## config.mk

```make
export PLATFORM = sky130hd
export DESIGN_NAME = line_receive_buffer_with_echo
export DESIGN_NICKNAME = d
export VERILOG_FILES = /design/src/hw/rtl/lrb_pkg.sv /design/src/hw/rtl/line_receive_buffer_with_echo.sv /design/src/hw/rtl/lrb_ram.sv /design/src/hw/rtl/lrb_ctrl.sv /design/src/hw/rtl/lrb_dpath.sv
export VERILOG_INCLUDE_DIRS = /design/src /design/src/hw/rtl
export SDC_FILE = /design/constraint.sdc
export NUM_CORES = 1
export LEC_CHECK = 0
export BUFFER_PORTS_ARGS = -buffer_cell sky130_fd_sc_hd__buf_4
export CAP_MARGIN = 10
export CORE_MARGIN = 2
export CORE_UTILIZATION = 40
export CTS_CLUSTER_DIAMETER = 60
export CTS_CLUSTER_SIZE = 30
export DETAILED_ROUTE_END_ITERATION = 12
export GPL_ROUTABILITY_DRIVEN = 0
export HOLD_SLACK_MARGIN = 0.02
export SKIP_CTS_REPAIR_TIMING = 1
export SLEW_MARGIN = 20
export SYNTH_ARGS = -nofsm -noshare
export SYNTH_HDL_FRONTEND = slang
export SYNTH_HIERARCHICAL = 1
export SYNTH_SLANG_ARGS = --single-unit
```

## constraint.sdc

```tcl
create_clock -name i_clk -period 9.4 [get_ports i_clk]
set_input_delay 0 -clock i_clk [delete_from_list [all_inputs] [get_ports i_clk]]
set_output_delay 0 -clock i_clk [all_outputs]
set_load 0.01 [all_outputs]
```

## src/hw/rtl/assert_macros.svh

```systemverilog
// ----------------------------------------------------------------------------
// Assertion macros
// Shorthand for clocked assertions with the block's clock and reset.
// ----------------------------------------------------------------------------
`ifndef ASSERT_MACROS_SVH
`define ASSERT_MACROS_SVH

// The consequent must hold in the same cycle as the antecedent.
`define ASSERT_IMPL(lbl, ante, cons, msg) \
    lbl: assert property (@(posedge i_clk) disable iff (!i_rst_n) (ante) |-> (cons)) \
        else $error(msg);

// The consequent must hold in the cycle after the antecedent.
`define ASSERT_NEXT(lbl, ante, cons, msg) \
    lbl: assert property (@(posedge i_clk) disable iff (!i_rst_n) (ante) |=> (cons)) \
        else $error(msg);

`endif

```

## src/hw/rtl/lrb_pkg.sv

```systemverilog
// ----------------------------------------------------------------------------
// Line receive buffer package
// Beat types, operation and result codes, and controller/datapath bundles.
// ----------------------------------------------------------------------------
package lrb_pkg;

    localparam logic [1:0] OP_BYTE  = 2'd0;
    localparam logic [1:0] OP_LINK  = 2'd1;
    localparam logic [1:0] OP_FETCH = 2'd2;
    localparam logic [1:0] OP_POLL  = 2'd3;

    localparam logic [1:0] KIND_ECHO   = 2'd0;
    localparam logic [1:0] KIND_LINE   = 2'd1;
    localparam logic [1:0] KIND_NOLINE = 2'd2;
    localparam logic [1:0] KIND_ERROR  = 2'd3;

    localparam logic [2:0] ERR_NONE  = 3'd0;
    localparam logic [2:0] ERR_OTHER = 3'd1;
    localparam logic [2:0] ERR_FULL  = 3'd2;
    localparam logic [2:0] ERR_LINK  = 3'd3;
    localparam logic [2:0] ERR_BUSY  = 3'd4;

    localparam logic [7:0] CH_LF = 8'h0A;
    localparam logic [7:0] CH_CR = 8'h0D;

    typedef struct packed {
        logic [1:0] op;
        logic [7:0] data_byte;
        logic       other_port;
    } t_lrb_in;

    typedef struct packed {
        logic [1:0] kind;
        logic [7:0] out_byte;
        logic [2:0] error_code;
        logic       last;
    } t_lrb_out;

    typedef enum logic [2:0] {
        BSEL_NONE = 3'd0,
        BSEL_DATA = 3'd1,
        BSEL_CR   = 3'd2,
        BSEL_LF   = 3'd3,
        BSEL_CUR  = 3'd4
    } t_byte_sel;

    typedef struct packed {
        logic       wr_en;
        logic       wr_zero;
        logic       wr_at_start;
        logic       fill_inc;
        logic       fill_clr;
        logic       ready_set;
        logic       ready_clr;
        logic       err_set;
        logic [2:0] err_code;
        logic       out_en;
        logic [1:0] out_kind;
        t_byte_sel  out_sel;
        logic       out_code_pend;
        logic       out_last;
        logic       rd_start;
        logic       rd_next;
    } t_lrb_cmd;

    typedef struct packed {
        logic line_ready;
        logic store_full;
        logic err_pending;
        logic is_lf;
        logic is_cr;
        logic rd_zero;
    } t_lrb_status;

endpackage

```

## src/hw/rtl/line_receive_buffer_with_echo.sv

```systemverilog
// ----------------------------------------------------------------------------
// Line receive buffer with echo
// Collects received serial bytes into a line and plays the line back on fetch.
// ----------------------------------------------------------------------------
// A command is taken when start is high and busy is low. Received bytes, link
// errors and error polls leave busy low, and any result of theirs appears on
// o_out with o_valid high in the cycle after start. A fetch of a ready line
// holds busy high while it walks the store and, with N the number of stored
// bytes, sends N + 2 result beats (CR echo, LF echo, then the line) on
// consecutive cycles starting the cycle after start; the last beat of a fetch
// or poll has last set. The pace of a fetch is one store read per beat, with
// the registered read running one entry ahead to find the end of the line.
// Each result beat is valid for exactly one cycle and there is no way to hold
// it: the receiver must take every beat as it comes.
`include "assert_macros.svh"

module line_receive_buffer_with_echo #(
    parameter int LINE_DEPTH = 32
) (
    input  logic              i_clk,
    input  logic              i_rst_n,
    input  logic              start,
    output logic              busy,
    input  lrb_pkg::t_lrb_in  i_in,
    output logic              o_valid,
    output lrb_pkg::t_lrb_out o_out
);

    lrb_pkg::t_lrb_cmd    cmd;
    lrb_pkg::t_lrb_status status;

    lrb_ctrl u_ctrl (
        .i_clk    (i_clk),
        .i_rst_n  (i_rst_n),
        .i_start  (start),
        .i_in     (i_in),
        .i_status (status),
        .o_cmd    (cmd),
        .o_busy   (busy)
    );

    lrb_dpath #(
        .LINE_DEPTH (LINE_DEPTH)
    ) u_dpath (
        .i_clk    (i_clk),
        .i_rst_n  (i_rst_n),
        .i_in     (i_in),
        .i_cmd    (cmd),
        .o_status (status),
        .o_valid  (o_valid),
        .o_out    (o_out)
    );

    `ASSERT_IMPL(a_busy_from_fetch, $rose(busy), $past(start) && ($past(i_in.op) == lrb_pkg::OP_FETCH), "busy rose without a fetch")
    `ASSERT_NEXT(a_fetch_beat_each_cycle, busy, o_valid, "fetch cycle gave no result beat")
    `ASSERT_IMPL(a_fetch_ends_last, $fell(busy), o_valid && o_out.last, "fetch ended without a last beat")
    `ASSERT_IMPL(a_no_write_in_fetch, busy, !cmd.wr_en && !cmd.fill_inc, "store written during a fetch")

endmodule

```

## src/hw/rtl/lrb_ram.sv

```systemverilog
// ----------------------------------------------------------------------------
// Generic RAM
// One write port and one read port with registered read data.
// ----------------------------------------------------------------------------
module lrb_ram #(
    parameter int WIDTH = 8,
    parameter int DEPTH = 32
) (
    input  logic                     i_clk,
    input  logic                     i_wr_en,
    input  logic [$clog2(DEPTH)-1:0] i_wr_addr,
    input  logic [WIDTH-1:0]         i_wr_data,
    input  logic [$clog2(DEPTH)-1:0] i_rd_addr,
    output logic [WIDTH-1:0]         o_rd_data
);

    logic [WIDTH-1:0] r_mem [DEPTH];
    logic [WIDTH-1:0] r_rd_data;

    always_ff @(posedge i_clk) begin
        if (i_wr_en) begin
            r_mem[i_wr_addr] <= i_wr_data;
        end
        r_rd_data <= r_mem[i_rd_addr];
    end

    assign o_rd_data = r_rd_data;

endmodule

```

## src/hw/rtl/lrb_ctrl.sv

```systemverilog
// ----------------------------------------------------------------------------
// Line receive buffer controller
// Decodes each command and sequences the beats of a line fetch.
// ----------------------------------------------------------------------------
module lrb_ctrl (
    input  logic                 i_clk,
    input  logic                 i_rst_n,
    input  logic                 i_start,
    input  lrb_pkg::t_lrb_in     i_in,
    input  lrb_pkg::t_lrb_status i_status,
    output lrb_pkg::t_lrb_cmd    o_cmd,
    output logic                 o_busy
);

    typedef enum logic [2:0] {
        S_IDLE = 3'b001,
        S_LF   = 3'b010,
        S_BYTE = 3'b100
    } t_state;

    t_state            r_state;
    t_state            n_state;
    lrb_pkg::t_lrb_cmd cmd;

    always_ff @(posedge i_clk) begin
        if (!i_rst_n) begin
            r_state <= S_IDLE;
        end else begin
            r_state <= n_state;
        end
    end

    always_comb begin
        n_state = r_state;
        cmd     = '0;
        case (r_state)
            S_IDLE: begin
                if (i_start) begin
                    case (i_in.op)
                        lrb_pkg::OP_BYTE: begin
                            if (i_in.other_port) begin
                                cmd.err_set  = 1'b1;
                                cmd.err_code = lrb_pkg::ERR_OTHER;
                            end else if (i_status.line_ready) begin
                                cmd.err_set  = 1'b1;
                                cmd.err_code = lrb_pkg::ERR_BUSY;
                            end else begin
                                cmd.out_en   = 1'b1;
                                cmd.out_kind = lrb_pkg::KIND_ECHO;
                                cmd.out_sel  = lrb_pkg::BSEL_DATA;
                                if (i_status.is_lf) begin
                                    // Echoed only.
                                end else if (i_status.is_cr) begin
                                    // Terminate the line behind the stored bytes.
                                    cmd.wr_en     = 1'b1;
                                    cmd.wr_zero   = 1'b1;
                                    cmd.ready_set = 1'b1;
                                end else if (i_status.store_full) begin
                                    cmd.wr_en       = 1'b1;
                                    cmd.wr_zero     = 1'b1;
                                    cmd.wr_at_start = 1'b1;
                                    cmd.fill_clr    = 1'b1;
                                    cmd.err_set     = 1'b1;
                                    cmd.err_code    = lrb_pkg::ERR_FULL;
                                end else begin
                                    cmd.wr_en    = 1'b1;
                                    cmd.fill_inc = 1'b1;
                                end
                            end
                        end
                        lrb_pkg::OP_LINK: begin
                            if (!i_in.other_port) begin
                                cmd.fill_clr  = 1'b1;
                                cmd.ready_clr = 1'b1;
                                cmd.err_set   = 1'b1;
                                cmd.err_code  = lrb_pkg::ERR_LINK;
                            end
                        end
                        lrb_pkg::OP_FETCH: begin
                            cmd.out_en = 1'b1;
                            if (!i_status.line_ready) begin
                                cmd.out_kind = lrb_pkg::KIND_NOLINE;
                                cmd.out_sel  = lrb_pkg::BSEL_NONE;
                                cmd.out_last = 1'b1;
                            end else begin
                                cmd.out_kind  = lrb_pkg::KIND_ECHO;
                                cmd.out_sel   = lrb_pkg::BSEL_CR;
                                cmd.rd_start  = 1'b1;
                                cmd.fill_clr  = 1'b1;
                                cmd.ready_clr = 1'b1;
                                n_state       = S_LF;
                            end
                        end
                        lrb_pkg::OP_POLL: begin
                            cmd.out_en        = 1'b1;
                            cmd.out_kind      = lrb_pkg::KIND_ERROR;
                            cmd.out_sel       = lrb_pkg::BSEL_NONE;
                            cmd.out_code_pend = 1'b1;
                            cmd.out_last      = 1'b1;
                            // The store itself is left alone: every byte a fetch
                            // reads is rewritten before the line can close again.
                            if (i_status.err_pending) begin
                                cmd.err_set   = 1'b1;
                                cmd.err_code  = lrb_pkg::ERR_NONE;
                                cmd.fill_clr  = 1'b1;
                                cmd.ready_clr = 1'b1;
                            end
                        end
                        default: begin
                            cmd = '0;
                        end
                    endcase
                end
            end
            S_LF: begin
                // Read data holds entry 0 here; a zero there means an empty line.
                cmd.out_en   = 1'b1;
                cmd.out_kind = lrb_pkg::KIND_ECHO;
                cmd.out_sel  = lrb_pkg::BSEL_LF;
                cmd.out_last = i_status.rd_zero;
                cmd.rd_next  = 1'b1;
                n_state      = i_status.rd_zero ? S_IDLE : S_BYTE;
            end
            S_BYTE: begin
                // The held byte goes out while the next entry is already read,
                // so the last mark is known in the same beat.
                cmd.out_en   = 1'b1;
                cmd.out_kind = lrb_pkg::KIND_LINE;
                cmd.out_sel  = lrb_pkg::BSEL_CUR;
                cmd.out_last = i_status.rd_zero;
                cmd.rd_next  = 1'b1;
                n_state      = i_status.rd_zero ? S_IDLE : S_BYTE;
            end
            default: begin
                n_state = S_IDLE;
            end
        endcase
    end

    assign o_cmd  = cmd;
    assign o_busy = (r_state != S_IDLE);

endmodule

```

## src/hw/rtl/lrb_dpath.sv

```systemverilog
// ----------------------------------------------------------------------------
// Line receive buffer datapath
// Line store, fill count, ready flag, pending error and the result register.
// ----------------------------------------------------------------------------
module lrb_dpath #(
    parameter int LINE_DEPTH = 32
) (
    input  logic                 i_clk,
    input  logic                 i_rst_n,
    input  lrb_pkg::t_lrb_in     i_in,
    input  lrb_pkg::t_lrb_cmd    i_cmd,
    output lrb_pkg::t_lrb_status o_status,
    output logic                 o_valid,
    output lrb_pkg::t_lrb_out    o_out
);

    localparam int AW = $clog2(LINE_DEPTH);

    logic [AW-1:0]     r_fill;
    logic              r_ready;
    logic [2:0]        r_err;
    logic [AW-1:0]     r_idx;
    logic [7:0]        r_cur;
    logic              r_out_vld;
    lrb_pkg::t_lrb_out r_out;
    lrb_pkg::t_lrb_out n_out;

    logic [AW-1:0] wr_addr;
    logic [7:0]    wr_data;
    logic [AW-1:0] rd_addr;
    logic [7:0]    rd_data;

    assign wr_addr = i_cmd.wr_at_start ? '0 : r_fill;
    assign wr_data = i_cmd.wr_zero ? 8'h00 : i_in.data_byte;
    assign rd_addr = i_cmd.rd_start ? '0 : r_idx;

    lrb_ram #(
        .WIDTH (8),
        .DEPTH (LINE_DEPTH)
    ) u_store (
        .i_clk     (i_clk),
        .i_wr_en   (i_cmd.wr_en),
        .i_wr_addr (wr_addr),
        .i_wr_data (wr_data),
        .i_rd_addr (rd_addr),
        .o_rd_data (rd_data)
    );

    always_ff @(posedge i_clk) begin
        if (!i_rst_n) begin
            r_fill    <= '0;
            r_ready   <= 1'b0;
            r_err     <= lrb_pkg::ERR_NONE;
            r_out_vld <= 1'b0;
        end else begin
            if (i_cmd.fill_clr) begin
                r_fill <= '0;
            end else if (i_cmd.fill_inc) begin
                r_fill <= r_fill + AW'(1);
            end
            if (i_cmd.ready_set) begin
                r_ready <= 1'b1;
            end else if (i_cmd.ready_clr) begin
                r_ready <= 1'b0;
            end
            if (i_cmd.err_set) begin
                r_err <= i_cmd.err_code;
            end
            r_out_vld <= i_cmd.out_en;
        end
    end

    // Fetch walk: the index runs one entry ahead of the byte being sent.
    always_ff @(posedge i_clk) begin
        if (i_cmd.rd_start) begin
            r_idx <= AW'(1);
        end else if (i_cmd.rd_next) begin
            r_idx <= r_idx + AW'(1);
        end
        if (i_cmd.rd_next) begin
            r_cur <= rd_data;
        end
        if (i_cmd.out_en) begin
            r_out <= n_out;
        end
    end

    always_comb begin
        n_out.kind       = i_cmd.out_kind;
        n_out.error_code = i_cmd.out_code_pend ? r_err : lrb_pkg::ERR_NONE;
        n_out.last       = i_cmd.out_last;
        case (i_cmd.out_sel)
            lrb_pkg::BSEL_DATA: n_out.out_byte = i_in.data_byte;
            lrb_pkg::BSEL_CR:   n_out.out_byte = lrb_pkg::CH_CR;
            lrb_pkg::BSEL_LF:   n_out.out_byte = lrb_pkg::CH_LF;
            lrb_pkg::BSEL_CUR:  n_out.out_byte = r_cur;
            default:            n_out.out_byte = 8'h00;
        endcase
    end

    assign o_status.line_ready  = r_ready;
    assign o_status.store_full  = (r_fill == AW'(LINE_DEPTH - 1));
    assign o_status.err_pending = (r_err != lrb_pkg::ERR_NONE);
    assign o_status.is_lf       = (i_in.data_byte == lrb_pkg::CH_LF);
    assign o_status.is_cr       = (i_in.data_byte == lrb_pkg::CH_CR);
    assign o_status.rd_zero     = (rd_data == 8'h00);

    assign o_valid = r_out_vld;
    assign o_out   = r_out;

endmodule

```

# Word-level counts from Yosys, hierarchy flattened
# Memory sizes are Yosys's and may differ from the RTL's. A register that Yosys moved wholly into a read port is not among the register bits.
# Cells that the tools add are included.
[totals]
word_cells = 91
ram_bits = 256
output_inout_bits = 16
memories = 1
input_bits = 14
regBits = 40
[memory_table]
columns = ["memory", "words", "width", "rd", "rd_clocked_by_memory_dff", "wr", "line_no", "text"]
rows = [
  ["u_dpath.u_store.r_mem", 32, 8, 1, 1, 1, "lrb_ram.sv:17", "logic [WIDTH-1:0] r_mem [DEPTH];"],
]
[op_classes]
bitwise_logic = 1
n_reduce_logical = 7
n_eq_ne = 17
add_sub_neg = 2
mux = 52
[ops]
columns = ["op", "count"]
rows = [
  ["$pmux 6 s3", 2],
  ["$pmux 8 s4", 1],
  ["$mux 6", 5],
  ["$mux 5", 5],
  ["$mux 4", 6],
  ["$mux 21", 1],
  ["$mux 1", 17],
  ["$eq 8x4->1 const B", 2],
  ["$mux 3", 5],
  ["$pmux 4 s3", 1],
  ["$mux 11", 1],
  ["$add 5x1->5 const B", 2],
  ["$eq 3x2->1 const B", 3],
  ["$logic_not 8->1", 1],
  ["$mux 8", 1],
  ["$eq 3x1->1 const B", 2],
  ["$eq 3x3->1 const B", 2],
  ["$pmux 1 s2", 3],
  ["$pmux 3 s2", 1],
  ["$eq 5x5->1 const B", 1],
  ["$eq 2x2->1 const B", 2],
  ["$ne 2x2->1 const B", 2],
  ["$pmux 1 s4", 1],
  ["$reduce_or 2->1", 2],
  ["10 further kinds", 10],
]

# Logic depth before layout (Yosys ltp)
[logic_depth]
ltp_word = 11
depth_mapped = 10
mapped_depth_nobuf = 9

# Hierarchy
# Netlist, hierarchy kept.
[by_module_without_submodules]
columns = ["module", "instances", "cells_per_inst", "seq_area_each_um2", "area_each_um2"]
rows = [
  ["lrb_ram", 1, 417, 7847.5, 10053.4],
  ["lrb_dpath", 1, 139, 960.9, 1669.1],
  ["lrb_ctrl", 1, 57, 60.1, 392.9],
]

# Worst setup path before layout
# Ideal clock, no wire load.
[synth_timing]
path_kind = "register to register"
startpoint = "reg u_dpath.r_fill[0]"
endpoint = "mem u_dpath.u_store.r_mem[28][0] (enable)"
path_stages_with_launch = 10
required_ps = 9030
path_buffers = 1
path_slack_ps = 6423
setup_time_ps = 370
synth_period_minus_slack_ps = 2977
t_arrival_ps = 2607
path_cell_list = "dfxtp_1 ha_1 and3_1 ha_1 nor3b_1 nor2b_1 nor2b_1 or3b_2 clkbuf_1 nor2_1"
[synth_rtl]
columns = ["item", "line_no", "text"]
rows = [
  ["start, declared", "lrb_dpath.sv:19", "logic [AW-1:0] r_fill;"],
  ["start signal, assigned", "lrb_dpath.sv:59", "r_fill <= r_fill + AW'(1);"],
  ["end, declared", "lrb_ram.sv:17", ""],
]

==> impl_metrics.tcl <==
set metrics [dict create \
    io_pins 30 \
    intPower_mw 2.00 \
    cpPeakStageDelay_ps 770 \
    avgSynthCellArea_um2 19.8 \
    drtPass1Iterations 5 \
    maxCapViolCount 0 \
    detailed_place_hpwl_um 16100 \
    routed-wl-met2_um 12200 \
    grt_max_degree 65 \
    die_h_um 178 \
    synth_warnings 6 \
    die_area_um2 31700 \
    drt-initial-drc-count 538 \
    antenna_found_initial 0 \
    status "complete, no violations" \
    wl_per_cell_um 24.1 \
    start_util 0.408 \
    crit_path_start "i_in[7]" \
    switching_share 0.226 \
    hold_depth 4 \
    synth.largest_area_cell "edfxtp_1" \
    drive_gt1_frac 0.286 \
    fin_crit_sh 0.446 \
    p_seq_frac 0.573 \
    rsz0062_at_grt "no" \
    wl_um 25700 \
    critPathSlowestCell "nor4_1" \
    r2r_cells 8 \
    grt-ovfl-total 0 \
    synth_commonest_cells "edfxtp_1, mux4_2, nor2_1, dfxtp_1, nor2b_1" \
    cp.required_ps 9550 \
    crit_type "input port to flop" \
    layout_min_cycle_time_ps 4190 \
    ys_seq_area_frac 0.732 \
    fmax_mhz 239 \
    synth.area.top_cells "edfxtp_1, mux4_2, dfxtp_1" \
    syn-instance-count 613 \
    detailroute.via_count 5922 \
    clk_path_buf_depth 3 \
    coreArea_um2 29700 \
    crit_family "simple AND/OR/NAND/NOR gates" \
    ys_types 48 \
    dp_slack_ps 5310 \
    cp_common_cell "nor2b_1" \
    hold_viol 0 \
    hold_path.class "input port to flop" \
    hold_start "start" \
    cts-root-buf "clkbuf_16" \
    cts_inserted_buffers 22 \
    viasPerCell 5.56 \
    cts_tree "yes" \
    max_slew_margin 0.345 \
    r2r_start "u_dpath/r_fill[0]$_SDFFE_PP0P_" \
    met1Wirelength_um 11100 \
    top_layer "met4" \
    holdPathEnd "u_dpath/r_idx[1]$_SDFFE_PP0P_" \
    r2r_slack_ps 5600 \
    p_leak_nw 4.45 \
    p_comb_frac 0.022 \
    synth_edf_count 278 \
    crit_chain "dlygate4sd3_1, buf_4, or4b_1, nor4_1, nor3b_1, nor2b_1, nor2b_1, or3b_2, nor2_1" \
    ir_drop_uv 110 \
    worstMarginPinSlew_ps 983 \
    wl_met3_um 1730 \
    crit_buf_inv 2 \
    h-tree-depth 1 \
    synth_top_area_frac 0.689 \
    synth_fp_nets 630 \
    cp_data_arrival_time_ps 4350 \
    clk_pin_slew_ps 80 \
    grt_usage 0.168 \
    crit_fanout 8 \
    grt_pass1_wl_um 38600 \
    crit_path_start_kind "input port" \
    areaGrowthSynthToFinish_pct 13.7 \
    yosys.cell_count.top_type "edfxtp_1" \
    rows 63 \
    synth_async_sr_flop_share 0 \
    grt_pass1_vias 6123 \
    fin_util 0.463 \
    drc 0 \
    power_density_nw_per_um2 187 \
    p_switching_mw 0.584 \
    slew_viol_final 0 \
    fin_ws_ps 5210 \
    end_kind "flop" \
    synthesis.area_um2 12100 \
    r2r_end "u_dpath/u_store/r_mem[18][5]$_DFFE_PP_" \
    setup_viol 0 \
    insertion_delay_ps 540 \
    die_x_um 178 \
    ys_seq_elements 304 \
    fin_nets 677 \
    p_clk_frac 0.406 \
    fin_setup_tns_ps 0 \
    numClockSinks 304 \
    antenna_left 0 \
    port_buffers 29 \
    finClkSkew_ps 17.0 \
    ys.flop_type "edfxtp_1" \
    antenna_cells 0 \
]
-- worst max-delay path by stage --
stage,end,slack (ps),depth (start not counted)
after floorplan,u_dpath/u_store/r_mem[28][0]$_DFFE_PP_,6420,9
after global placement,u_dpath/u_store/r_mem[18][3]$_DFFE_PP_,5420,8
after detailed placement,u_dpath/u_store/r_mem[18][3]$_DFFE_PP_,5310,8
after CTS,u_dpath/u_store/o_rd_data[3]$_DFF_P_,5630,8
after global routing,u_dpath/u_store/r_mem[18][5]$_DFFE_PP_,4930,9
final,u_dpath/u_store/r_mem[18][5]$_DFFE_PP_,5210,9
-- worst min-delay path, stage by stage --
cell and delay (ps):
buf_4 120, nand4b_1 180, nor2_4 100, nor2_1 100
-- placed cells by master (no fill, tap or decap), types with 2 or more instances in the layout --
cell	instances
a21bo_2	2
a21oi_1	10
and2_1	6
and3_1	2
buf_4	41
clkbuf_16	23
clkinv_8	5
dfxtp_1	26
dlygate4sd3_1	11
edfxtp_1	278
ha_1	3
inv_16	5
inv_8	3
mux2_1	2
mux2_2	8
mux2i_1	7
mux4_2	80
nand2_1	4
nand2b_1	4
nand3_1	4
nand3b_1	16
nand4_1	3
nor2_1	48
nor2b_1	14
nor2b_2	6
nor2b_4	5
nor3_1	3
nor3b_1	5
nor4_1	3
nor4bb_1	4
o21ai_0	5
o2bb2ai_1	3
or2b_1	2
or3_1	4
or3b_2	3
or4_1	2
xnor2_1	4
-- cells by family after synthesis --
family                     Yosys count  synth area share
DFF                                304             0.732
and+or+nand+nor                    151            0.0737
muxes                               97             0.164
buffers and inverters               30            0.0123
AOI/OAI and AO/OA                   24            0.0122
xor gates and xnor gates             4           0.00289
adders and majority gates            3           0.00310
-- power groups by stage --
stage	Clock [mW]	Combinational (mW)	Sequential, mW
after CTS	1.07	0.0539	1.48
final	1.05	0.0563	1.48
after floorplan	0	0.0217	1.51
after global placement	0	0.0518	1.51
after detailed placement	0	0.0539	1.51
after global routing	1.13	0.0615	1.48
-- metrics by stage --
stage	total power [mW]	std cells	hold WS, ps	area, um^2
after global placement	1.56	1015	273	12800
after global routing	2.67	1066	29.5	13800
after floorplan	1.53	613	76.2	12100
final	2.58	1066	22.9	13800
after CTS	2.60	1055	-283	13700
after detailed placement	1.56	1015	276	12800
-- routing by layer --
layer  global-route usage  vias to the layer above
met4               0.0519                        0
li1                     -                     2587
met5                    0                        -
met3               0.0384                       43
met1                0.232                     3106
met2                0.267                      186
-- registers in the layout, summed over array words and instances, names as in the netlist --
| signal | cells |
|---|---|
| u_ctrl/r_state | 3 |
| u_dpath/u_store/r_mem | 256 |
| u_dpath/o_valid | 1 |
| u_dpath/r_cur | 8 |
| u_dpath/r_fill | 5 |
| u_dpath/u_store/o_rd_data | 8 |
| u_dpath/r_ready | 1 |
| u_dpath/r_err | 3 |
| u_dpath/r_idx | 5 |
| u_dpath/o_out | 14 |
-- area by class of cell --
class | instances | area [um^2]
sequential | 304 | 8870
tap | 390 | 488
inverter | 1 | 3.75
timing repair buffer | 52 | 418
clock buffer | 23 | 576
fill | 2433 | 15900
multi-input combinational | 279 | 3170
clock inverter | 17 | 249
Power figures use the tool's default switching activity.
